`src/rtl/brb_pkg.sv`:
```
package brb_pkg;

  // fixed field widths
  localparam int CNT_W       = 11;  // count, capacity, levels on the ports
  localparam int CAP_W       = 12;  // internal capacity / free level, holds 2048
  localparam int WB_W        = 64;  // write_bytes
  localparam int PTR_MAX_W   = 16;  // widest pointer over the depth range
  localparam int N_MAX_W     = 7;   // widest byte count per item (64)
  localparam int BYTE_SEL_W  = 3;   // byte lane in write_bytes

  // defaults for the top-level parameters
  localparam int STORE_DEPTH_DEF     = 1024;
  localparam int MAX_READ_BYTES_DEF  = 64;
  localparam int MAX_WRITE_BYTES_DEF = 8;

  localparam logic [CNT_W-1:0] CAP_RESET = 11'd1024;

  // command codes on the kind field
  localparam logic [1:0] KIND_WRITE  = 2'd0;
  localparam logic [1:0] KIND_READ   = 2'd1;
  localparam logic [1:0] KIND_PEEK   = 2'd2;
  localparam logic [1:0] KIND_REMOVE = 2'd3;

  typedef enum logic [1:0] {
    ST_OK       = 2'd0,
    ST_NO_ROOM  = 2'd1,
    ST_NO_DATA  = 2'd2,
    ST_TOO_LONG = 2'd3
  } brb_status_t;

  // what the back end has to do for a queued command
  typedef enum logic [1:0] {
    OP_REPORT,
    OP_WRITE,
    OP_READ
  } brb_op_t;

  typedef enum logic [2:0] {
    BK_IDLE,
    BK_WRITE,
    BK_RD_REQ,
    BK_RD_OUT,
    BK_RESULT
  } bk_state_t;

  typedef struct packed {
    brb_op_t                op;
    brb_status_t            status;
    logic [PTR_MAX_W-1:0]   ptr;
    logic [N_MAX_W-1:0]     n;
    logic [WB_W-1:0]        wbytes;
    logic [CNT_W-1:0]       done;
    logic [CNT_W-1:0]       free;
    logic                   empty;
    logic                   full;
  } brb_desc_t;

  // round up to a multiple of four, then saturate to 4 .. top
  function automatic logic [CAP_W-1:0] brb_clamp_cap(input logic [CNT_W-1:0] v,
                                                     input int top);
    logic [CAP_W-1:0] r;
    int               t;
    r      = CAP_W'(v) + CAP_W'(3);
    r[1:0] = 2'b00;
    t      = (top < 4) ? 4 : top;
    if (r < CAP_W'(4)) r = CAP_W'(4);
    if (int'(r) > t) r = CAP_W'(t);
    return r;
  endfunction

endpackage

```
`src/rtl/brb_queue.sv`:
```
module brb_queue import brb_pkg::*; (
  input  logic      clk,
  input  logic      rst_n,
  input  logic      push,
  input  brb_desc_t push_desc,
  output logic      full,
  output logic      valid,
  output brb_desc_t head,
  input  logic      pop
);

  brb_desc_t  ent_r [2];
  logic       wr_r, rd_r;
  logic [1:0] cnt_r;

  assign full  = (cnt_r == 2'd2);
  assign valid = (cnt_r != 2'd0);
  assign head  = ent_r[rd_r];

  always_ff @(posedge clk) begin
    if (push) ent_r[wr_r] <= push_desc;
  end

  always_ff @(posedge clk) begin
    if (!rst_n) begin
      wr_r  <= 1'b0;
      rd_r  <= 1'b0;
      cnt_r <= 2'd0;
    end else begin
      if (push) wr_r <= !wr_r;
      if (pop)  rd_r <= !rd_r;
      cnt_r <= cnt_r + 2'(push) - 2'(pop);
    end
  end

endmodule

```
`config.mk`:
```
export PLATFORM = sky130hd
export DESIGN_NAME = brb_queue
export DESIGN_NICKNAME = d
export VERILOG_FILES = /design/src/rtl/brb_pkg.sv /design/src/rtl/brb_queue.sv
export SDC_FILE = /design/constraint.sdc
export NUM_CORES = 1
export LEC_CHECK = 0
export BUFFER_PORTS_ARGS = -buffer_cell sky130_fd_sc_hd__buf_2
export CAP_MARGIN = 20
export CORE_MARGIN = 3
export CORE_UTILIZATION = 50
export DETAILED_ROUTE_END_ITERATION = 16
export PLACE_DENSITY = 0.77
export SYNTH_ARGS = -nofsm -noshare
export SYNTH_HDL_FRONTEND = slang
export SYNTH_SLANG_ARGS = --single-unit
```
`constraint.sdc`:
```
create_clock -name clk -period 18.31 [get_ports clk]
set_clock_uncertainty 0.1 [all_clocks]
set_input_delay 2.7465 -clock clk [delete_from_list [all_inputs] [get_ports clk]]
set_output_delay 2.7465 -clock clk [all_outputs]
set_load 0.05 [all_outputs]
```
==> results of run 1 <==
## worst min-delay path, delay by kind of cell (launching register included)
family / cells / cell delay, ns
AND/OR/NAND/NOR: 1 / 0.15
XOR/XNOR: 1 / 0.09
flip-flops: 1 / 0.32
## final cells by class
cell class                      count  area, sq um  area share
Sequential cell                   235         7010       0.636
Multi-Input combinational cell    129         1610       0.146
Timing Repair Buffer              240         1230       0.112
Clock buffer                       27          633      0.0574
Tap cell                          220          275      0.0250
Clock inverter                     17          246      0.0224
Inverter                            2         7.51    0.000681
Antenna cell                        1         2.50    0.000227
## stage by stage
stage | power, mW | hold WS [ns] | instances
6_report | 1.37 | 0.500 | 871
4_1_cts | 1.39 | 0.502 | 870
5_1_grt | 1.42 | 0.541 | 871
3_3_place_gp | 0.851 | 0.459 | 825
2_1_floorplan | 0.809 | 0.455 | 379
3_5_place_dp | 0.858 | 0.482 | 826
## worst paths after layout
kind                          start                endpoint  slack [ns]  cells past startpoint
setup / recovery           register                head[57]       12.94                      3
setup reg to reg  wr_r$_SDFFE_PN0P_  ent_r[1][54]$_DFFE_PP_       15.97                      2
hold reg to reg   rd_r$_SDFFE_PN0P_                register        0.50                      2
hold / removal    rd_r$_SDFFE_PN0P_                register        0.50                      2
## Yosys cell counts, drive strengths merged
| cell | n | area [sq um] |
|---|---|---|
| or2 | 1 | 6.26 |
| buf | 13 | 109 |
| o21a | 1 | 7.51 |
| xor2 | 1 | 8.76 |
| xnor3 | 1 | 22.5 |
| ha | 2 | 25.0 |
| edfxtp | 230 | 6910 |
| and2 | 4 | 25.0 |
| dfxtp | 5 | 100 |
| inv | 2 | 7.51 |
| nor2b | 4 | 25.0 |
| mux2 | 115 | 1480 |
## layer usage
layer  global-route usage  vias up  routed length [microns]
met3               0.0397       27                     1070
li1                     -     2014                        -
met5                    0        -                        0
met1                0.214     2237                     6660
met4               0.0484        0                      352
met2                0.284      196                     8220
## kinds of logic (layout without fill, tap and decap cells)
family	Yosys count	after routing	share of synthesized area
AOI/OAI and AO/OA	1	1	0.000861
xor gates and xnor gates	2	2	0.00358
adders and majority gates	2	2	0.00287
buffers and inverters	15	286	0.0133
DFF	235	235	0.803
muxes	115	115	0.170
other	0	1	0
and+or+nand+nor	9	9	0.00645
## flip-flops by register name, summed over array words and instances, names as in the netlist, named ones only
signal and cells:
rd_r 1, wr_r 1, ent_r 230, cnt_r 2
## power by group
part | leakage (nW) | internal (mW) | switching (mW)
registers | 2.20 | 0.622 | 0.0111
logic | 1.65 | 0.0659 | 0.145
clock network | 0.419 | 0.334 | 0.190
total | 4.27 | 1.02 | 0.347
==> results.md, run 1 <==
- Antenna violations before repair: 1
- Post-synthesis sequential area ratio: 0.803
- Routed Antenna Nets: 0
- Layout Utilization: 0.655
- Gate Count Post-Synth: 379
- IO buf count: 235
- Crit path kind: register to output pin
- Number of buffers created by CTS: 24
- P_leak: 4.27 nW
- DRC: 0
- Most common cell after layout, fill and taps aside: buf_2
- RD Place Congestion: 0.778
- Clock transition at path regs: 0.06 ns
- Sum Neg Setup Slack: 0 ns
- Clock root buffer: clkbuf_16
- F_max: 186 MHz
- Core area: 0.0168 sq mm
- Slew @ Worst Pin: 1.00 ns
- Initial core utilization: 0.519
- Nets: 753
- Synth Register Bits: 235
- CP bufs+invs: 2
- Cts hold-fix bufs: 0
- Setup slack after placement: 13.38 ns
- Top delay family on crit path: buffers and inverters
- Kind of end point of the critical path: output pin
- Minimum clock period: 5.37 ns
- Fin. Hold Viols: 0
- WP data arrival: 2.52 ns
- WP data required: 15.46 ns
- Full die area: 0.0191 sq mm
- Placed Area: 0.0101 sq mm
- Tcrit/Tclk final: 0.293
- Grt ovf: 0
- Deepest level of the CTS H-tree: 1
- CP max FO: 40
- Io pins: 236
- CP max stage delay: 0.76 ns
- Yosys warns: 0
- Layout area overhead: 26.3%
- Vias in the first global route: 4,773
- Die X: 138 microns
- DP Wirelength: 11.0 mm
- Critical path's slowest cell: dfxtp_4
- Iter 0 DRT Violations: 256
- PostCTS Resize Cnt: 0
- First-pass DRT Iterations: 4
- DR WL/cell: 18.7 microns
- Fin area: 0.0110 sq mm
- Clock latency on the worst-skew pair: 0.49 ns
- Worst Hold Class: register to register
- GRT Total Usage: 0.166
- Most frequent cells in the layout: buf_2 (235), edfxtp_1 (230), mux2_2 (65)
- Post-Route WL: 16.3 mm
- Syn nets: 500
- Via Count: 4,474
- Max-Cap Viols: 0
- Slew headroom: 0.331
- Synth unique cells: 14
- Slack of the critical path: 12.94 ns
- Crit path cell chain: buf_4, mux2_2, buf_2
- CTS tree: yes
- Number of setup buffers added after CTS: 0
- Synthesized area: 0.00873 sq mm
- Pwr dens: 124 mW/mm^2
- Row cnt: 47
- Final setup viols: 0
- Pin count of the biggest net entering global routing: 76
- Fraction of layout cells with a size suffix above 1: 0.614
- CTS max path bufs: 3
- VDD IR max: 0.0000881 V
- Syn Area/Cell: 23.0 sq um
- Unrepaired setup endpoints after global routing: no
- Max Slew Vio Count: 0
- First-pass GRT wire length: 25.6 mm
- CP Launch Type: register
- Drt via density: 5.14
- Clk sinks: 235
- FILL cells: 1,153
- Die height: 138 microns
- Status: completed
Note: power is estimated with default switching activity, not from simulation.
==> run 2: changes to the inputs <==
- CORE_UTILIZATION: 50 -> 47
- PLACE_DENSITY: 0.77 -> 0.76
- clock period: 18.31 -> 4.87 ns (I/O delays scaled with it)
==> results.md, run 2 (synthesis gave the netlist of run 1 again) <==
- Row cnt: 49 (was 47)
- DRC: 0 (unchanged)
- GRT Total Usage: 0.154 (was 0.166)
- Seq. cell area: 0.00701 sq mm (unchanged)
- Largest register FFs: 230 (unchanged)
- Layout area overhead: 25.5% (was 26.3%)
- Fraction of layout cells with a size suffix above 1: 0.610 (was 0.614)
- Max Slew Vio Count: 0 (unchanged)
- CTS tree: yes (unchanged)
- Deepest level of the CTS H-tree: 1 (unchanged)
- First-pass GRT wire length: 24.5 mm (was 25.6 mm)
- Antenna diodes: 0 (was 1)
- DR WL/cell: 18.6 microns (was 18.7 microns)
- Pin count of the biggest net entering global routing: 84 (was 76)
- Reg-to-reg startpoint: wr_r$_SDFFE_PN0P_ (unchanged)
- Met1 wire length: 6.22 mm (was 6.66 mm)
- Area of the multi-input gates: 0.00161 sq mm (unchanged)
- Cts hold-fix bufs: 0 (unchanged)
- Max-Cap Viols: 0 (unchanged)
- CP max stage delay: 1.04 ns (was 0.76 ns)
- DR WL met2: 8.28 mm (was 8.22 mm)
- Crit path cell chain: buf_12, mux2_2, buf_2 (was buf_4, mux2_2, buf_2)
- Slew headroom: 0.298 (was 0.331)
- CP max FO: 66 (was 40)
- Clock latency on the worst-skew pair: 0.50 ns (was 0.49 ns)
- Vias in the first global route: 4,677 (was 4,773)
- Number of buffers created by CTS: 24 (unchanged)
- Iter 0 DRT Violations: 194 (was 256)
- Clock transition at path regs: 0.06 ns (about the same)
- Clock root buffer: clkbuf_16 (unchanged)
- Hold slack: 0.317 ns (was 0.500 ns)
- Drt via density: 5.00 (was 5.14)
- Worst R2R Path Depth: 2 (unchanged)
- Die X: 142 microns (was 138 microns)
- Largest regs: ent_r: 230 flops, cnt_r: 2 flops (unchanged)
- P_leak: 4.25 nW (was 4.27 nW)
- Die height: 142 microns (was 138 microns)
- PostCTS Resize Cnt: 0 (unchanged)
- Via Count: 4,391 (was 4,474)
- Placed Area: 0.0101 sq mm (about the same)
- Full die area: 0.0202 sq mm (was 0.0191 sq mm)
- Minimum clock period: 3.43 ns
- Met3 WL post-DR: 1.42 mm (was 1.07 mm)
- Top layer in use: met5 (was met4)
- Worst Hold Class: input pin to register (was register to register)
- CTS max path bufs: 3 (unchanged)
- IO buf count: 235 (unchanged)
- Hold EP: ent_r[0][1]$_DFFE_PP_
- Antenna violations before repair: 2 (was 1)
- CP Launch Type: register (unchanged)
- VDD IR max: 0.000325 V (was 0.0000881 V)
- Kind of end point of the critical path: output pin (unchanged)
- Critical path's slowest cell: dfxtp_4 (unchanged)
- Initial core utilization: 0.482 (was 0.519)
- Grt ovf: 0 (unchanged)
- Nets: 752 (was 753)
- Most common cell after layout, fill and taps aside: buf_2 (unchanged)
- R2r setup slk: 2.68 ns (was 15.97 ns)
- Pwr dens: 457 mW/mm^2 (was 124 mW/mm^2)
- Core area: 0.0181 sq mm (was 0.0168 sq mm)
- Post-Route WL: 16.3 mm (unchanged)
- Crit path kind: register to output pin (unchanged)
- Status: completed (unchanged)
- First-pass DRT Iterations: 4 (unchanged)
- Most frequent cells in the layout: buf_2 (235), edfxtp_1 (230), mux2_2 (65) (unchanged)
- Clk sinks: 235 (unchanged)
- Sum Neg Setup Slack: 0 ns (unchanged)
- Routed Antenna Nets: 0 (unchanged)
- Tcrit/Tclk final: 0.705
- F_max: 291 MHz
- Slew @ Worst Pin: 1.05 ns (was 1.00 ns)
- RD Place Congestion: 0.751 (was 0.778)
- Io pins: 236 (unchanged)
- Worst min-delay path startpoint: push_desc[1] (was rd_r$_SDFFE_PN0P_)
- Final setup viols: 0 (unchanged)
- WP data required: 4.04 ns (was 15.46 ns)
- FILL cells: 1,284 (was 1,153)
- Fin area: 0.0110 sq mm (about the same)
- DP Wirelength: 10.8 mm (was 11.0 mm)
- Hold-critical path depth: 1 (was 2)
- Unrepaired setup endpoints after global routing: no (unchanged)
- Number of setup buffers added after CTS: 0 (unchanged)
- Fin. Hold Viols: 0 (unchanged)
- WP data arrival: 2.60 ns (was 2.52 ns)
- Critical R2R Capture: ent_r[0][22]$_DFFE_PP_ (was ent_r[1][54]$_DFFE_PP_)
- Most flop-heavy register: ent_r (unchanged)
run 2: cell types whose count changed in the layout (fill, tap and decap cells not counted), sizes merged, moves of 3 or more:
cell      delta
clkinv       +5
bufinv       -3
clkinvlp     -4
clkbuf       +3
run 2: area by class of cell:
type,count,area share
Clock inverter,14,0.0129
Timing Repair Buffer,239,0.112
Multi-Input combinational cell,129,0.147
Tap cell,229,0.0262
Inverter,2,0.000685
Sequential cell,235,0.640
Clock buffer,30,0.0607
run 2: per-layer routing:
metal | track usage | vias up
met5 | 0 | -
met4 | 0.0449 | 4
met3 | 0.0474 | 32
met2 | 0.270 | 189
met1 | 0.184 | 2156
li1 | - | 2010
run 2: power by group:
group | switching [mW] | total, mW | internal (mW)
Combinational | 0.533 | 0.781 | 0.248
Clock | 0.710 | 1.83 | 1.12
Sequential | 0.0516 | 2.39 | 2.34
Total | 1.29 | 5.01 | 3.71
run 2: how the worst max path moves through the flow:
stage / start / end / slack [ns] / depth (start not counted)
finish: register / head[60] / 1.44 / 3
global route: register / head[35] / 1.29 / 3
CTS: register / head[6] / 1.40 / 3
detailed placement: register / head[6] / 1.94 / 3
global placement: register / head[62] / 1.99 / 3
floorplan: push / ent_r[0][0]$_DFFE_PP_ / 0.58 / 1
run 2: through the flow:
step                std cells   util  setup WS (ns)  power (mW)
floorplan                 379      -          0.584        3.04
global placement          834  0.561           1.99        3.20
detailed placement        834  0.561           1.94        3.22
CTS                       878  0.606           1.40        5.06
global route              878  0.606           1.29        5.18
finish                    878  0.606           1.44        5.01
run 2: critical path: cells and delay by family, from the launching register on:
family / cells / cell delay, ns
multiplexers: 1 / 0.39
flip-flops: 1 / 1.04
buffers and inverters: 2 / 0.58
==> run 3: changes to the inputs <==
- CORE_UTILIZATION: 47 -> 50
- PLACE_DENSITY: 0.76 -> 0.77
- clock period: 4.87 -> 3.4 ns (I/O delays scaled with it)
==> results.md, run 3 (synthesis gave the netlist of run 1 again) <==
- Seq. cell area: 0.00701 sq mm (unchanged)
- Pin count of the biggest net entering global routing: 76 (was 84)
- CTS tree: yes (unchanged)
- Sum Neg Setup Slack: 0 ns (unchanged)
- CTS max path bufs: 3 (unchanged)
- CP Launch Type: register (unchanged)
- Die height: 138 microns (was 142 microns)
- Antenna diodes: 0 (unchanged)
- RD Place Congestion: 0.745 (was 0.751)
- DP Wirelength: 10.6 mm (was 10.8 mm)
- Layout area overhead: 25.3% (was 25.5%)
- IO buf count: 235 (unchanged)
- First-pass DRT Iterations: 4 (unchanged)
- Via Count: 4,335 (was 4,391)
- P_leak: 4.24 nW (was 4.25 nW)
- Most frequent cells in the layout: buf_2 (235), edfxtp_1 (230), mux2_2 (65) (unchanged)
- Slew @ Worst Pin: 0.794 ns (was 1.05 ns)
- WP data arrival: 2.13 ns (was 2.60 ns)
- Routed Antenna Nets: 0 (unchanged)
- Cts hold-fix bufs: 0 (unchanged)
- Most flop-heavy register: ent_r (unchanged)
- Crit path kind: register to output pin (unchanged)
- Largest register FFs: 230 (unchanged)
- F_max: 365 MHz
- Worst R2R Path Depth: 2 (unchanged)
- Fin. Hold Viols: 0 (unchanged)
- Worst Hold Class: input pin to register (unchanged)
- Row cnt: 47 (was 49)
- Tcrit/Tclk final: 0.805
- Max-Cap Viols: 0 (unchanged)
- Reg-to-reg startpoint: wr_r$_SDFFE_PN0P_ (unchanged)
- Clk sinks: 235 (unchanged)
- Fraction of layout cells with a size suffix above 1: 0.606 (was 0.610)
- Final Total Pwr: 7.09 mW (was 5.01 mW)
- Drt via density: 4.99 (was 5.00)
- Unrepaired setup endpoints after global routing: no (unchanged)
- Critical R2R Capture: ent_r[1][35]$_DFFE_PP_ (was ent_r[0][22]$_DFFE_PP_)
- Post-Route WL: 15.5 mm (was 16.3 mm)
- Clock root buffer: clkbuf_16 (unchanged)
- Layout Utilization: 0.650 (was 0.606)
- Fin area: 0.0109 sq mm (was 0.0110 sq mm)
- Core area: 0.0168 sq mm (was 0.0181 sq mm)
- Initial core utilization: 0.519 (was 0.482)
- GRT Total Usage: 0.159 (was 0.154)
- Max Slew Vio Count: 0 (unchanged)
- Minimum clock period: 2.74 ns
- Deepest level of the CTS H-tree: 1 (unchanged)
- Clock latency on the worst-skew pair: 0.50 ns (about the same)
- PostCTS Resize Cnt: 0 (unchanged)
- Vias in the first global route: 4,735 (was 4,677)
- Kind of end point of the critical path: output pin (unchanged)
- Slew headroom: 0.471 (was 0.298)
- Number of buffers created by CTS: 24 (unchanged)
- Worst setup path endpoint: head[8] (was head[60])
- Die X: 138 microns (was 142 microns)
- Number of setup buffers added after CTS: 0 (unchanged)
- CP max FO: 60 (was 66)
- Hold slack: 0.0940 ns (was 0.317 ns)
- Antenna violations before repair: 0 (was 2)
- DRC: 0 (unchanged)
- Io pins: 236 (unchanged)
- Most common cell after layout, fill and taps aside: buf_2 (unchanged)
- DR WL/cell: 17.9 microns (was 18.6 microns)
- Area of the multi-input gates: 0.00161 sq mm (unchanged)
- R2r setup slk: 1.51 ns (was 2.68 ns)
- Status: completed (unchanged)
- VDD IR max: 0.000511 V (was 0.000325 V)
- Grt ovf: 0 (unchanged)
- Largest regs: ent_r: 230 flops, cnt_r: 2 flops (unchanged)
- Final setup viols: 0 (unchanged)
- WP data required: 2.79 ns (was 4.04 ns)
- Full die area: 0.0191 sq mm (was 0.0202 sq mm)
- Pwr dens: 649 mW/mm^2 (was 457 mW/mm^2)
- Nets: 754 (was 752)
- Placed Area: 0.0102 sq mm (was 0.0101 sq mm)
- Clock transition at path regs: 0.06 ns (about the same)
- FILL cells: 1,153 (was 1,284)
- Iter 0 DRT Violations: 189 (was 194)
- First-pass GRT wire length: 24.5 mm (about the same)
## run 3: changes by cell type in the layout (fill, tap and decap cells not counted)
cell      previous run  this run
buf_4                2         4
clkinv_4             0         1
clkinv_1             3         5
clkinv_2             8         3
inv_6                0         1
clkbuf_8             2         0
clkbuf_1             3         4
## run 3: through the flow
step	std cells	setup slack, ns
floorplan	379	0.617
global placement	827	1.20
detailed placement	827	1.17
CTS	869	0.619
global route	869	0.556
finish	869	0.663
## run 3: worst min path at each step
stage / startpoint / to / slack (ns) / cells past startpoint
after floorplan: rd_r$_SDFFE_PN0P_ / register / 0.45 / 2
after global placement: rd_r$_SDFFE_PN0P_ / rd_r$_SDFFE_PN0P_ / 0.47 / 2
after detailed placement: rd_r$_SDFFE_PN0P_ / register / 0.47 / 2
after CTS: push_desc[19] / ent_r[1][19]$_DFFE_PP_ / 0.07 / 1
after global routing: push_desc[19] / ent_r[1][19]$_DFFE_PP_ / 0.07 / 1
final: push_desc[19] / ent_r[1][19]$_DFFE_PP_ / 0.09 / 1
## run 3: final cells by class
| type | count | share of cell area |
|---|---|---|
| Sequential cell | 235 | 0.641 |
| Multi-Input combinational cell | 129 | 0.148 |
| Timing Repair Buffer | 241 | 0.114 |
| Clock buffer | 29 | 0.0586 |
| Tap cell | 220 | 0.0252 |
| Clock inverter | 13 | 0.0129 |
| Inverter | 2 | 0.000687 |
## run 3: layer usage
| layer | share of wire | global-route usage | vias up |
|---|---|---|---|
| li1 | - | - | 2010 |
| met1 | 0.39 | 0.193 | 2083 |
| met2 | 0.49 | 0.268 | 206 |
| met3 | 0.093 | 0.0539 | 36 |
| met4 | 0.028 | 0.0546 | 0 |
| met5 | 0 | 0 | - |
## run 3: critical path: stages, from the launching register on
cell and delay (ns):
dfxtp_4 0.56, buf_12 0.38, mux2_2 0.39, buf_2 0.21
## run 3: power by group
part	total (mW)	internal (mW)	switching, mW
Combinational	1.14	0.355	0.785
Clock	2.55	1.56	0.989
Sequential	3.40	3.35	0.0484
