==> src/rtl/brb_pkg.sv <==
package brb_pkg;

  // fixed field widths
  localparam int CNT_W       = 11;  // count, capacity, levels on the ports
  localparam int CAP_W       = 12;  // internal capacity / free level, holds 2048
  localparam int WB_W        = 64;  // write_bytes
  localparam int PTR_MAX_W   = 16;  // widest pointer over the depth range
  localparam int N_MAX_W     = 7;   // widest byte count per item (64)
  localparam int BYTE_SEL_W  = 3;   // byte lane in write_bytes

  // defaults for the top-level parameters
  localparam int STORE_DEPTH_DEF     = 1024;
  localparam int MAX_READ_BYTES_DEF  = 64;
  localparam int MAX_WRITE_BYTES_DEF = 8;

  localparam logic [CNT_W-1:0] CAP_RESET = 11'd1024;

  // command codes on the kind field
  localparam logic [1:0] KIND_WRITE  = 2'd0;
  localparam logic [1:0] KIND_READ   = 2'd1;
  localparam logic [1:0] KIND_PEEK   = 2'd2;
  localparam logic [1:0] KIND_REMOVE = 2'd3;

  typedef enum logic [1:0] {
    ST_OK       = 2'd0,
    ST_NO_ROOM  = 2'd1,
    ST_NO_DATA  = 2'd2,
    ST_TOO_LONG = 2'd3
  } brb_status_t;

  // what the back end has to do for a queued command
  typedef enum logic [1:0] {
    OP_REPORT,
    OP_WRITE,
    OP_READ
  } brb_op_t;

  typedef enum logic [2:0] {
    BK_IDLE,
    BK_WRITE,
    BK_RD_REQ,
    BK_RD_OUT,
    BK_RESULT
  } bk_state_t;

  typedef struct packed {
    brb_op_t                op;
    brb_status_t            status;
    logic [PTR_MAX_W-1:0]   ptr;
    logic [N_MAX_W-1:0]     n;
    logic [WB_W-1:0]        wbytes;
    logic [CNT_W-1:0]       done;
    logic [CNT_W-1:0]       free;
    logic                   empty;
    logic                   full;
  } brb_desc_t;

  // round up to a multiple of four, then saturate to 4 .. top
  function automatic logic [CAP_W-1:0] brb_clamp_cap(input logic [CNT_W-1:0] v,
                                                     input int top);
    logic [CAP_W-1:0] r;
    int               t;
    r      = CAP_W'(v) + CAP_W'(3);
    r[1:0] = 2'b00;
    t      = (top < 4) ? 4 : top;
    if (r < CAP_W'(4)) r = CAP_W'(4);
    if (int'(r) > t) r = CAP_W'(t);
    return r;
  endfunction

endpackage

==> src/rtl/brb_ifs.sv <==
interface brb_in_if import brb_pkg::*; ();
  logic             valid;
  logic             ready;
  logic [1:0]       kind;
  logic [CNT_W-1:0] count;
  logic [WB_W-1:0]  write_bytes;

  modport source (output valid, kind, count, write_bytes, input ready);
  modport sink   (input valid, kind, count, write_bytes, output ready);
endinterface


==> src/rtl/brb_front.sv <==
module brb_front import brb_pkg::*; #(
  parameter int STORE_DEPTH     = STORE_DEPTH_DEF,
  parameter int MAX_READ_BYTES  = MAX_READ_BYTES_DEF,
  parameter int MAX_WRITE_BYTES = MAX_WRITE_BYTES_DEF
) (
  input  logic             clk,
  input  logic             rst_n,
  input  logic             cfg_we,
  input  logic [CNT_W-1:0] cfg_wdata,
  brb_in_if.sink           in_ch,
  input  logic             q_full,
  output logic             q_push,
  output brb_desc_t        q_desc,
  output logic [CAP_W-1:0] cap
);

  localparam int PTR_W   = $clog2(STORE_DEPTH);
  localparam int CAP_TOP = STORE_DEPTH & ~3;
  localparam int SUM_W   = ((PTR_W > CAP_W) ? PTR_W : CAP_W) + 1;

  logic [CAP_W-1:0] cap_r, free_r, free_nxt;
  logic [PTR_W-1:0] rp_r, rp_nxt, wp_r, wp_nxt;
  logic [CAP_W-1:0] stored, count_x, done_v;
  logic             accept;

  // p + n modulo capacity; p < cap and n <= cap, so one subtract suffices
  function automatic logic [PTR_W-1:0] add_wrap(input logic [PTR_W-1:0] p,
                                                input logic [CAP_W-1:0] n,
                                                input logic [CAP_W-1:0] c);
    logic [SUM_W-1:0] sum;
    sum = SUM_W'(p) + SUM_W'(n);
    if (sum >= SUM_W'(c)) sum = sum - SUM_W'(c);
    return PTR_W'(sum);
  endfunction

  assign in_ch.ready = !q_full;
  assign accept      = in_ch.valid && !q_full;
  assign q_push      = accept;
  assign cap         = cap_r;
  assign stored      = cap_r - free_r;
  assign count_x     = CAP_W'(in_ch.count);

  always_comb begin
    q_desc        = '0;
    q_desc.op     = OP_REPORT;
    q_desc.status = ST_OK;
    q_desc.wbytes = in_ch.write_bytes;
    done_v        = '0;
    free_nxt      = free_r;
    rp_nxt        = rp_r;
    wp_nxt        = wp_r;
    unique case (in_ch.kind) inside
      KIND_WRITE: begin
        if (in_ch.count > CNT_W'(MAX_WRITE_BYTES)) begin
          q_desc.status = ST_TOO_LONG;
        end else if (count_x > free_r) begin
          q_desc.status = ST_NO_ROOM;
        end else begin
          if (in_ch.count != '0) q_desc.op = OP_WRITE;
          q_desc.ptr = PTR_MAX_W'(wp_r);
          q_desc.n   = N_MAX_W'(in_ch.count);
          wp_nxt     = add_wrap(wp_r, count_x, cap_r);
          free_nxt   = free_r - count_x;
          done_v     = count_x;
        end
      end
      KIND_READ, KIND_PEEK: begin
        if (in_ch.count > CNT_W'(MAX_READ_BYTES)) begin
          q_desc.status = ST_TOO_LONG;
        end else if (count_x > stored) begin
          q_desc.status = ST_NO_DATA;
        end else if (in_ch.count != '0) begin
          q_desc.op  = OP_READ;
          q_desc.ptr = PTR_MAX_W'(rp_r);
          q_desc.n   = N_MAX_W'(in_ch.count);
          done_v     = count_x;
          if (in_ch.kind == KIND_READ) begin
            rp_nxt   = add_wrap(rp_r, count_x, cap_r);
            free_nxt = free_r + count_x;
          end
        end
      end
      KIND_REMOVE: begin
        if (count_x < stored) begin
          rp_nxt   = add_wrap(rp_r, count_x, cap_r);
          free_nxt = free_r + count_x;
          done_v   = count_x;
        end else begin
          rp_nxt   = wp_r;
          free_nxt = cap_r;
          done_v   = stored;
        end
      end
    endcase
    q_desc.done  = CNT_W'(done_v);
    q_desc.free  = CNT_W'(free_nxt);
    q_desc.empty = (free_nxt == cap_r);
    q_desc.full  = (free_nxt == '0);
  end

  always_ff @(posedge clk) begin
    if (!rst_n) begin
      cap_r  <= brb_clamp_cap(CAP_RESET, CAP_TOP);
      free_r <= brb_clamp_cap(CAP_RESET, CAP_TOP);
      rp_r   <= '0;
      wp_r   <= '0;
    end else if (cfg_we) begin
      cap_r  <= brb_clamp_cap(cfg_wdata, CAP_TOP);
      free_r <= brb_clamp_cap(cfg_wdata, CAP_TOP);
      rp_r   <= '0;
      wp_r   <= '0;
    end else if (accept) begin
      free_r <= free_nxt;
      rp_r   <= rp_nxt;
      wp_r   <= wp_nxt;
    end
  end

endmodule

==> src/flat_wrapper.sv <==
// flat-port wrapper written by rule: the top's interface ports become plain ports
module brb_front_flat import brb_pkg::*;
#(
  parameter int STORE_DEPTH     = STORE_DEPTH_DEF,
  parameter int MAX_READ_BYTES  = MAX_READ_BYTES_DEF,
  parameter int MAX_WRITE_BYTES = MAX_WRITE_BYTES_DEF
)
  (clk, rst_n, cfg_we, cfg_wdata, q_full, q_push, q_desc, cap, in_ch_valid, in_ch_kind, in_ch_count, in_ch_write_bytes, in_ch_ready);
  brb_in_if in_ch_i ();
  input  logic clk;
  input  logic rst_n;
  input  logic cfg_we;
  input  logic [CNT_W-1:0] cfg_wdata;
  input  logic q_full;
  output logic q_push;
  output brb_desc_t q_desc;
  output logic [CAP_W-1:0] cap;
  input wire logic [$bits(in_ch_i.valid)-1:0] in_ch_valid;
  input wire logic [$bits(in_ch_i.kind)-1:0] in_ch_kind;
  input wire logic [$bits(in_ch_i.count)-1:0] in_ch_count;
  input wire logic [$bits(in_ch_i.write_bytes)-1:0] in_ch_write_bytes;
  output wire logic [$bits(in_ch_i.ready)-1:0] in_ch_ready;
  assign in_ch_i.valid = in_ch_valid;
  assign in_ch_i.kind = in_ch_kind;
  assign in_ch_i.count = in_ch_count;
  assign in_ch_i.write_bytes = in_ch_write_bytes;
  assign in_ch_ready = in_ch_i.ready;
  brb_front #(.STORE_DEPTH(STORE_DEPTH), .MAX_READ_BYTES(MAX_READ_BYTES), .MAX_WRITE_BYTES(MAX_WRITE_BYTES)) u_core (.clk(clk), .rst_n(rst_n), .cfg_we(cfg_we), .cfg_wdata(cfg_wdata), .in_ch(in_ch_i), .q_full(q_full), .q_push(q_push), .q_desc(q_desc), .cap(cap));
endmodule
==> config.mk <==
export PLATFORM = sky130hd
export DESIGN_NAME = brb_front_flat
export DESIGN_NICKNAME = d
export VERILOG_FILES = /design/src/rtl/brb_pkg.sv /design/src/rtl/brb_ifs.sv /design/src/rtl/brb_front.sv /design/src/flat_wrapper.sv
export SDC_FILE = /design/constraint.sdc
export NUM_CORES = 1
export LEC_CHECK = 0
export ABC_AREA = 0
export CAP_MARGIN = 0
export CORE_MARGIN = 5
export CORE_UTILIZATION = 55
export DETAILED_ROUTE_END_ITERATION = 8
export DONT_BUFFER_PORTS = 1
export PLACE_DENSITY = 0.82
export REMOVE_ABC_BUFFERS = 1
export SLEW_MARGIN = 15
export SYNTH_ARGS = -nofsm -noshare
export SYNTH_HDL_FRONTEND = slang
export SYNTH_SLANG_ARGS = --single-unit
==> constraint.sdc <==
create_clock -name clk -period 4.8 [get_ports clk]
set_input_delay 0.48 -clock clk [delete_from_list [all_inputs] [get_ports clk]]
set_output_delay 0.48 -clock clk [all_outputs]
set_load 0.005 [all_outputs]
==> results summary, run 1 <==
The worst setup path is captured at an output pin. Clock tree synthesis inserted a total of 5 buffers. After the first detailed-routing iteration, the DRC count stood at 1199. The post-synthesis adder-cell area fraction is 17.3%. The simple-gate share of the synthesized area came out at 17.9%.

STA classifies the critical path startpoint as a flip-flop. The fraction of the yosys area taken by sequential cells is 11.9%. The checks that failed: negative setup slack. The first-pass GRT wire length came out at 42900 um. The number of optimization iterations in the first detailed-route pass came out at 8. The highest net fanout along the worst path came out at 6. The cell sitting at the root of the clock tree is a clkbuf_16. The power per cell area came out at 236 nW/um^2. Among all flip-flop cells after synthesis, the most frequent one is dfxtp_1. The final worst setup slack came out at -1.28 ns. The portion of synthesized area spent on multiplexers is 2.11%. The maximum clock frequency is 164 MHz.

The worst setup skew after layout is 0.00930 ns. The number of instances in the synthesized netlist came out at 944. The fraction of registers with async set/reset is 0%. The final cycle utilization of the critical path came out at 127%. The total negative slack is -26.07 ns. The number of buffers inserted by port buffering is 0. The synthesized design contains 42 register bits. Detailed placement ended at an HPWL of 23100 um. The die is 123 um wide. The critical path data arrival time is 5.60 ns.

The overflow left after global routing is 0. The fraction of layout cells with a size suffix above 1 came out at 25.1%. The worst-case IR drop observed on VDD is 0.230 mV. The clock latency reported for the late side of the worst-skew pair came out at 0.31 ns. The top-level port count is 222. The total of max-cap violations is 0.

The final hold violation count came out at 0. The critical path in this run is classified as reg -> out. The initial utilization of the core area, before any placement, comes to 55.9%. Setup repair after global routing could not meet its margin everywhere. The antenna diode count came out at 0. The row count is 41. Cells fill 65.4% of the core in the end. Counting every sink on the clock net gives 42.

The maximum number of pins on one net before global-route repair is 19. TritonCTS built the clock tree. Averaged over all synthesized cells, the footprint is 7.47 sq um. The total leakage power is 3.63 nW. The number of vias in the routed layout is 8120.

The post-synthesis cell type count is 80. The area growth from synthesis to layout is 17.1%. In this run the most used layer during global routing was met2. In this run, synthesis inferred 0 flip-flops with an integrated enable. In the global route stage, met1 resource usage came out at 47.8%. The count of final max-slew check failures is 0.

For the pin with the worst max-slew slack, the measured transition is 0.862 ns. The netlist area before placement came out at 7050 sq um. The number of levels in the clock H-tree is 2.

The min-delay analysis places its worst path in the category in -> reg. Global routing consumed, over all layers together, 38.2% of the routing resources. The number of hold buffers added after cts is 0. The power after layout is 1.95 mW.

The final weighted congestion of routability-driven global placement is 1.02. The clock transition at the registers of the reported paths is 0.06 ns. The die outline height is 123 um. The routed design has 31700 um of wire.

Counting along the longest clock path gives a buffer depth of 2. The wire length per cell after detailed routing came out at 27.5 um. The global-route track usage on met2 is 52.0%. The run finished, with violations left. The initial antenna violation count is 0. In this run the standard cell core region covers 12600 sq um. After synthesis, the largest family of logic cells by area is compound AO/OA/AOI/OAI gates. The floorplan die area came out at 15200 sq um. The post-route minimum period is 6.08 ns. The fraction of synthesized cell area in xor and xnor cells came out at 8.54%.

For this run, the number of Yosys warnings is 0. The met3 usage is 20.5%. The final antenna-violating net count is 0.

The relative max-transition margin came out at 41.8%. The required time at the endpoint of the critical path came out at 4.32 ns. The DRC violation count after routing is 0.

The via count of the first global-routing pass came out at 7161. The number of nets in the layout is 1168. The vias per cell came out at 7.04. The area fraction in compound gates after synthesis is 28.9%. The setup violation total in the final timing report is 62.
[per-stage QoR]
stage	worst slack, ns	area [sq um]	cells	hold slack (ns)
after floorplan	-0.568	6400	848	0.463
after global placement	-0.616	7350	1118	0.478
after detailed placement	-0.788	7350	1118	0.486
after CTS	-0.890	7890	1142	0.284
after global routing	-1.34	8260	1154	0.293
final	-1.28	8260	1154	0.280
[logic make-up after synthesis]
family,Yosys count
buf+inv,171
fa+ha+maj,94
mux,13
compound gates,297
flops,42
xor+xnor,67
simple gates,259
other cells,1
[metal layers]
metal / share of wire [%] / wire length [um]
met4: 7.3 / 2320
met2: 38 / 12100
met1: 35 / 11100
met3: 19 / 6000
met5: 0.64 / 204
[area by class of cell]
type                    count  area (sq um)
inverters                  68           255
flip-flops and latches     42           846
repair buffers            126          1040
well taps                 172           215
multi-input cells         738          5750
clock inverters             2          12.5
clock buffers               6           139
fillers                  1000          4360
[sequential cells by signal (all words and copies together) (netlist names)]
register       cells
u_core.cap        10
u_core.wp_r       10
u_core.free_r     12
u_core.rp_r       10
[worst paths after layout]
path,start,to,slack [ns],cells past startpoint
hold / removal,rst_n,u_core.cap[10],0.28,1
hold reg to reg,u_core.rp_r[5],u_core.rp_r[5],0.49,2
setup / recovery,u_core.free_r[2],q_desc[1],-1.28,26
setup reg to reg,u_core.free_r[2],u_core.free_r[10],-0.29,25
[synth_stat cells (10+ instances only)]
cell type	number	area [sq um]
o211ai_1	10	75.1
clkbuf_1	26	97.6
a21o_1	15	113
o21ai_0	53	265
o21a_1	12	90.1
o22ai_1	17	106
nor2_1	89	334
and2_1	11	68.8
ha_1	88	1100
inv_1	68	255
xor2_1	18	158
dfxtp_1	42	841
buf_4	72	541
nor3_1	17	85.1
nor2b_1	16	100
xnor2_1	47	412
a21oi_1	74	370
nand3_1	20	100
a22o_1	13	114
nand2_1	60	225
a211oi_1	13	97.6
o21bai_1	12	90.1
[critical path, cell delays in order, from the launching register on]
cell and delay, ns:
dfxtp_2 0.33, inv_2 0.04, ha_4 0.21, a21o_1 0.20, a21oi_2 0.18, o21bai_2 0.09
a21oi_2 0.22, o21bai_1 0.13, a21oi_2 0.17, o21bai_1 0.12, a21oi_2 0.19, xor2_1 0.29
ha_1 0.33, buf_6 0.13, a21oi_2 0.17, nand2_2 0.09, o41a_4 0.52, a31oi_4 0.23
o22ai_4 0.13, buf_6 0.14, buf_6 0.10, buf_6 0.11, a211o_4 0.35, xnor2_1 0.14
o2111ai_1 0.18, nor4_4 0.31, buf_4 0.17
[timing repair]
item                                    in CTS  in global routing
gates cloned                                 0                  1
endpoints found under the setup margin      57                 64
hold endpoints to repair                     0                  0
pin swaps                                   31                 38
resized for setup                           69                 66
setup buffers                               18                 12
[layout by cell type, fill, tap and decap left out, types with 7 or more instances in the layout]
master,n
a211oi_1,11
a21o_1,15
a21oi_1,65
a21oi_2,7
a22o_1,10
buf_4,102
buf_6,24
conb_1,8
dfxtp_1,38
ha_1,86
inv_1,66
nand2_1,52
nand2_2,7
nand3_1,16
nor2_1,83
nor2b_1,15
nor3_1,15
o211a_1,7
o211ai_1,10
o21a_1,12
o21ai_0,43
o21ai_1,7
o21bai_1,11
o22ai_1,12
xnor2_1,46
xor2_1,18
[power breakdown]
group	switching, mW	internal, mW	leakage [nW]
Clock	0.171	0.207	0.0729
Sequential	0.00872	0.361	0.343
Combinational	0.667	0.533	3.22
Power figures use the tool's default switching activity.
==> run 2, diff against run 1 <==
Settings changed: PLACE_DENSITY 0.82 to 0.79.
Clock period 4.8 ns to 6.6 ns, I/O delays scaled along.
==> run 2 against run 1 <==
  * Die area stayed put
  * Register-to-register slack better by 1.8 ns
  * Sequential share of layout area is 2.0 points higher
  * Sequential power is 25% lower
  * Clock skew hardly changed
  * Highest routed layer unchanged
  * Total power is 40% lower
  * Final cell count is 9.8% lower
  * Sequential cell count stayed put
  * Via count is 13% lower
  * Combinational power is 50% lower
  * The flow now finishes without violations
  * Global-route usage is 3.0 points lower
  * Wire length is 14% lower
==> results summary, run 2 (same netlist as run 1, synthesis figures left out) <==
The run finished with clean final reports. The count of buffers added on input and output ports is 0. The hold path startpoint is rst_n.

The startpoint of the worst register-to-register path is u_core.free_r[0]. The total leakage power came out at 2.94 nW. The clock transition at the registers of the reported paths came out at 0.07 ns. Dividing the final minimum period by the clock period gives 96.5%.

The DRC violation count after routing is 0. The number of optimization iterations in the first detailed-route pass came out at 6. The highest net fanout along the worst path is 10. Global routing finished with a remaining overflow of 0. In this design, the largest share of critical-path delay is due to compound AO/OA/AOI/OAI gates. In this run, the number of DRC markers left after iteration 0 of detailed routing was 917. Counting the buffers created by CTS gives 5. The footprint of the flip-flops and latches came out at 841 sq um. Counting the fill cells in the layout gives 1248.

The maximum root-to-sink buffer count is 2. Clock latency on the worst-skew pair, taken at its later pin, is 0.30 ns. Summing all multi-input logic gate instances after layout gives 5320 sq um. Clock skew on the completed layout was measured at 0.00927 ns. The most critical setup path has its startpoint at u_core.free_r[0]. The number of vias in the routed layout came out at 7031. The setup violation total in the final timing report is 0. The share of the core filled with cells in the final layout came out at 54.6%. The core region is 12600 sq um. Measured against its own limit, the worst slew margin works out to 30.5%. The number of hold buffers added after cts came out at 0. The die outline height came out at 123 um. Global routing used 35.2% of the available tracks across all layers. The first-pass GRT wire length came out at 39400 um.

The area growth from synthesis to layout is -2.22%. The critical path is of the reg -> out type. STA classifies the critical path endpoint as an output pin. The critical path data arrival time is 5.71 ns. The critical path goes through inv_1, ha_1, a21o_1, a21oi_2, o21bai_1, a21oi_1, o21bai_1, a21oi_2, o21bai_1, a21oi_1, xor2_1, ha_1, nand3_1, nor3_1, a21boi_1, o41a_2, nand2_1, buf_4, mux2_2, a221o_2, nor4_1, nand4_1, nor3_4. The cell count after placement is 1031. CTS built an H-tree with a depth of 2. The flip-flop count of the largest register after layout came out at 12. Setup repair after global routing left no endpoint under its margin. The wire length per cell after detailed routing is 26.3 um. The startpoint kind of the worst setup timing path is a flip-flop. The post-route minimum period is 6.37 ns.

The number of nets in the layout came out at 1055. The vias per cell is 6.75. The final weighted congestion of routability-driven global placement came out at 1.02.

The peak supply drop came out at 0.104 mV. After routing, the total negative slack on setup checks comes to 0 ns. The most flop-heavy register is u_core.free_r.

The antenna diode count is 0. The total of max-cap violations came out at 0. The maximum clock frequency is 157 MHz. The number of sinks on the clock net came out at 42. The floorplan step defined a die boundary enclosing 15200 sq um.

In this run the remaining antenna-violating nets after routing total 0. The horizontal die dimension is 123 um. The post-route netlist has 6.67% of its cells at a drive strength greater than 1. The initial antenna violation count is 0.

The top-level port count came out at 222. For the pin with the worst max-slew slack, the measured transition is 1.04 ns. The slowest cell on the critical path is o41a_2. The via count of the first global-routing pass is 6231. The row count is 41. The final hold violation count is 0. The number of buffers and inverters on the critical path is 2.

The delay of the slowest cell on the worst path is 0.47 ns. The post-route non-filler standard cell count is 1041. The maximum number of pins on one net before global-route repair came out at 19. TritonCTS built the clock tree. The power after layout is 1.17 mW. In this run the worst hold path is classified as in -> reg. The count of final max-slew check failures is 0. For this design the ratio of total power to cell area is 169 nW/um^2. The required time at the endpoint of the critical path came out at 5.94 ns. By instance count, the cell type seen most on the critical path is o21bai_1. The initial standard-cell utilization of the core is 55.9%.

The worst hold slack is 0.462 ns. The final layout contains routed wiring with a total length of 27300 um. The tree is rooted in a clkbuf_16. In the layout the commonest cells are 88 x nor2_1, 88 x ha_1, 72 x a21oi_1. After legalization and detailed placement, the total HPWL measured 22100 um.
-- run 2: final timing paths --
| check | end | slack (ns) | cells past startpoint |
|---|---|---|---|
| worst max-delay path | q_desc[0] | 0.23 | 23 |
| worst min-delay path | u_core.free_r[10] | 0.46 | 1 |
| worst max register to register | u_core.free_r[10] | 1.50 | 22 |
| worst min register to register | u_core.rp_r[5] | 0.50 | 2 |
-- run 2: per-stage QoR --
step	area (sq um)	worst slack, ns
2_1_floorplan	6400	1.05
3_3_place_gp	6690	0.572
3_5_place_dp	6690	0.521
4_1_cts	6860	0.114
5_1_grt	6890	0.00105
6_report	6890	0.230
-- run 2: power by group --
group	internal (mW)	total, mW	switching [mW]
Combinational	0.231	0.598	0.366
Sequential	0.262	0.275	0.0125
Clock	0.179	0.294	0.115
Total	0.673	1.17	0.494
-- run 2: cell type report --
class	instances	area share [%]
Clock buffer	7	1.92
Sequential cell	42	12.2
Clock inverter	1	0.436
Timing Repair Buffer	13	1.42
Tap cell	172	3.12
Inverter	68	3.70
Multi-Input combinational cell	738	77.2
-- run 2: worst register-to-register path: cells and delay by family (launching register included) --
kind | cells | cell delay, ns
compound gates | 13 | 2.97
fa+ha+maj | 2 | 0.56
flops | 1 | 0.45
simple gates | 3 | 0.32
buf+inv | 2 | 0.31
xor+xnor | 1 | 0.28
mux | 1 | 0.08
-- run 2: per-layer routing --
metal  wire length (um)  global-route usage, %
met5                144                   11.1
met2              10400                   46.9
met1              10900                   46.2
met4                858                   9.83
met3               5100                   21.6
-- run 2: what timing repair did --
item / CTS / global route
endpoints found under the hold margin: 0 / 0
endpoints found under the setup margin: 0 / 2
setup buffers: 0 / 2
resized for setup: 0 / 6
==> run 3, diff against run 2 <==
Settings changed: PLACE_DENSITY 0.79 to 0.71.
==> run 3 against run 2 <==
  * Highest routed layer unchanged
  * Maximum frequency is 1.0% higher
  * Clock skew hardly changed
  * Sequential cell count stayed put
  * Die area stayed put
  * Critical path type unchanged
  * Critical path depth is 1 lower
  * Clock-buffer cell count is 2 lower
  * Wire length is 1.3% higher
==> results summary, run 3 (same netlist as run 1, synthesis figures left out) <==
The flow ran to the end, and the final reports show no timing, DRC or antenna violations. The post-route minimum period came out at 6.31 ns. The critical path goes through inv_1, ha_1, a21o_1, a21oi_2, o21bai_1, a21oi_2, o21bai_1, a21oi_2, o21bai_1, a21oi_1, xor2_1, ha_1, nand3_1, nor3_1, a21boi_2, o41a_2, a31oi_4, o22ai_4, a221o_2, xnor2_1, or4_1, nor4_4.

Including well taps, the total number of placed cells is 1029. The clock reaches the later pin of the worst-skew pair after 0.30 ns. The number of optimization iterations in the first detailed-route pass is 5. The vias per cell is 6.63.

The number of hold buffers added after cts is 0. The top-level port count is 222. The delay of the slowest cell on the worst path is 0.59 ns. For this design the ratio of total power to cell area is 163 nW/um^2. The total of max-cap violations came out at 0. The first-pass GRT wire length is 40900 um.

The maximum number of pins on one net before global-route repair is 20. The worst setup path is captured at an output pin. The worst hold slack came out at 0.459 ns.

The number of sinks on the clock net came out at 42. The number of antenna diodes in the final layout is 0. The internal power component came out at 633 uW. The maximum root-to-sink buffer count is 2. TritonCTS built the clock tree. Timing analysis after detailed placement gives a worst setup slack of 0.467 ns. Dividing the detail-routed wire length by the instance count gives 26.6 um. The via count of the first global-routing pass is 6304. The worst setup skew after layout is 0.00944 ns.

The floorplan step set the die width to 123 um. After layout, the worst path uses 95.6% of the clock period. The flip-flop count of the largest register after layout is 12. The transition time of the tightest slew-check pin is 1.02 ns. The number of vias in the routed layout is 6899. The half-perimeter wire length after placement came out at 22200 um. The count of final max-slew check failures came out at 0.

Setup violations remaining at the end of the flow were counted as 0. Summed over all layers, the global routing overflow is 0. The fraction of layout cells with a size suffix above 1 is 7.36%. The footprint of the flip-flops and latches came out at 842 sq um. In this run the static leakage power is 2.94 nW. The number of nets in the layout came out at 1055. The row count came out at 41. Of the total power, the clock network draws 22.9%. The final standard cell area without fillers is 6900 sq um.

For this configuration, the core starts out at a cell density of 55.9%. Of all nets on the critical path, the largest fanout is 9. The post-route non-filler standard cell count came out at 1041. The clock transition at the registers of the reported paths is 0.07 ns.

Relative to the synthesized area, the layout overhead comes to -2.18%. The number of buffers inserted by port buffering came out at 0. The final hold violation count came out at 0. On the critical path, the stage with the largest delay is an instance of or4_1.

The total negative slack is 0 ns. The analysis attributes to net switching a power of 494 uW. Net switching is 43.8% of the power.

The min-delay analysis places its worst path in the category in -> reg. The peak supply drop is 0.145 mV. The relative max-transition margin is 31.6%. In the final layout, the multi-input gates occupy 5340 sq um. Counting the fill cells in the layout gives 1269. The kind of critical path is reg -> out.

The final worst setup slack came out at 0.293 ns. The initial antenna violation count came out at 0. The number of buffers created by CTS is 5. The floorplan die area came out at 15200 sq um.

The share of power burned in registers is 24.5%. For the worst setup path, the data arrival time is 5.65 ns. The worst reg-to-reg setup slack came out at 1.56 ns. The final routed wirelength across all metal layers is 27700 um. The power share of the combinational group is 52.6%. The register with the most flip-flops in the final layout is u_core.free_r.

In this run the standard cell core region covers 12600 sq um. The top cell types in the final layout, fill and taps aside, are 88 x nor2_1, 88 x ha_1, 71 x a21oi_1. The final weighted congestion of routability-driven global placement came out at 0.992.

From bottom edge to top edge, the die measures 123 um. The number of levels in the clock H-tree came out at 2. The startpoint kind of the worst setup timing path is a flip-flop. The initial detailed-routing violation count came out at 704. The global-route usage over all layers came out at 36.3%.

The area of placed instances came out at 6680 sq um. After detailed routing, the number of remaining DRC violations is 0. The required time at the endpoint of the critical path is 5.94 ns. Static timing analysis puts the maximum clock frequency at 159 MHz. Once detail routing completed, the nets flagged for antenna violations numbered 0. The library cell used as clock root buffer is clkbuf_16.
==> run 3: cell count changes in the layout (fill, tap and decap cells not counted), sizes merged <==
cell / delta
clkbuf: -2
clkinvlp: +1
bufinv: -1
clkinv: +2
==> run 3: final cells by class <==
type | count | area share (%)
Multi-Input combinational cell | 738 | 77.4
Sequential cell | 42 | 12.2
Inverter | 68 | 3.70
Tap cell | 172 | 3.12
Clock buffer | 5 | 1.81
Timing Repair Buffer | 13 | 1.42
Clock inverter | 3 | 0.308
==> run 3: worst paths after layout <==
path,from,end,cells past startpoint
setup / recovery,u_core.free_r[0],q_desc[1],22
hold / removal,rst_n,u_core.free_r[10],1
setup reg to reg,u_core.free_r[0],u_core.free_r[10],22
hold reg to reg,u_core.rp_r[5],u_core.rp_r[5],2
==> run 3: timing repair <==
item	CTS	global route
setup endpoints to repair	0	2
buffers inserted	0	4
gates resized for setup	0	9
==> run 3: power by group through the flow <==
stage               Sequential, mW  Clock, mW  Combinational (mW)
floorplan                    0.277          0               0.428
global placement             0.281          0               0.560
detailed placement           0.281          0               0.561
CTS                          0.276      0.260               0.566
global route                 0.277      0.269               0.647
finish                       0.276      0.258               0.592
==> run 3: through the flow <==
step	power (mW)	util [%]
floorplan	0.705	-
finish	1.13	54.7
global placement	0.841	52.9
global route	1.19	54.7
CTS	1.10	54.1
detailed placement	0.843	52.9
==> run 3: layer usage <==
layer / track usage [%] / routed length [um] / vias to the layer above
li1: - / - / 3172
met1: 48.7 / 11400 / 3181
met2: 49.9 / 11000 / 498
met3: 19.9 / 4560 / 42
met4: 7.82 / 530 / 6
met5: 11.5 / 201 / -
==> run 3: worst max-delay path: cells and delay by family, from the launching register on <==
| kind | cells | cell delay [ns] |
|---|---|---|
| fa+ha+maj | 2 | 0.53 |
| xor+xnor | 2 | 0.34 |
| simple gates | 4 | 1.02 |
| flops | 1 | 0.46 |
| buf+inv | 1 | 0.14 |
| compound gates | 13 | 2.87 |
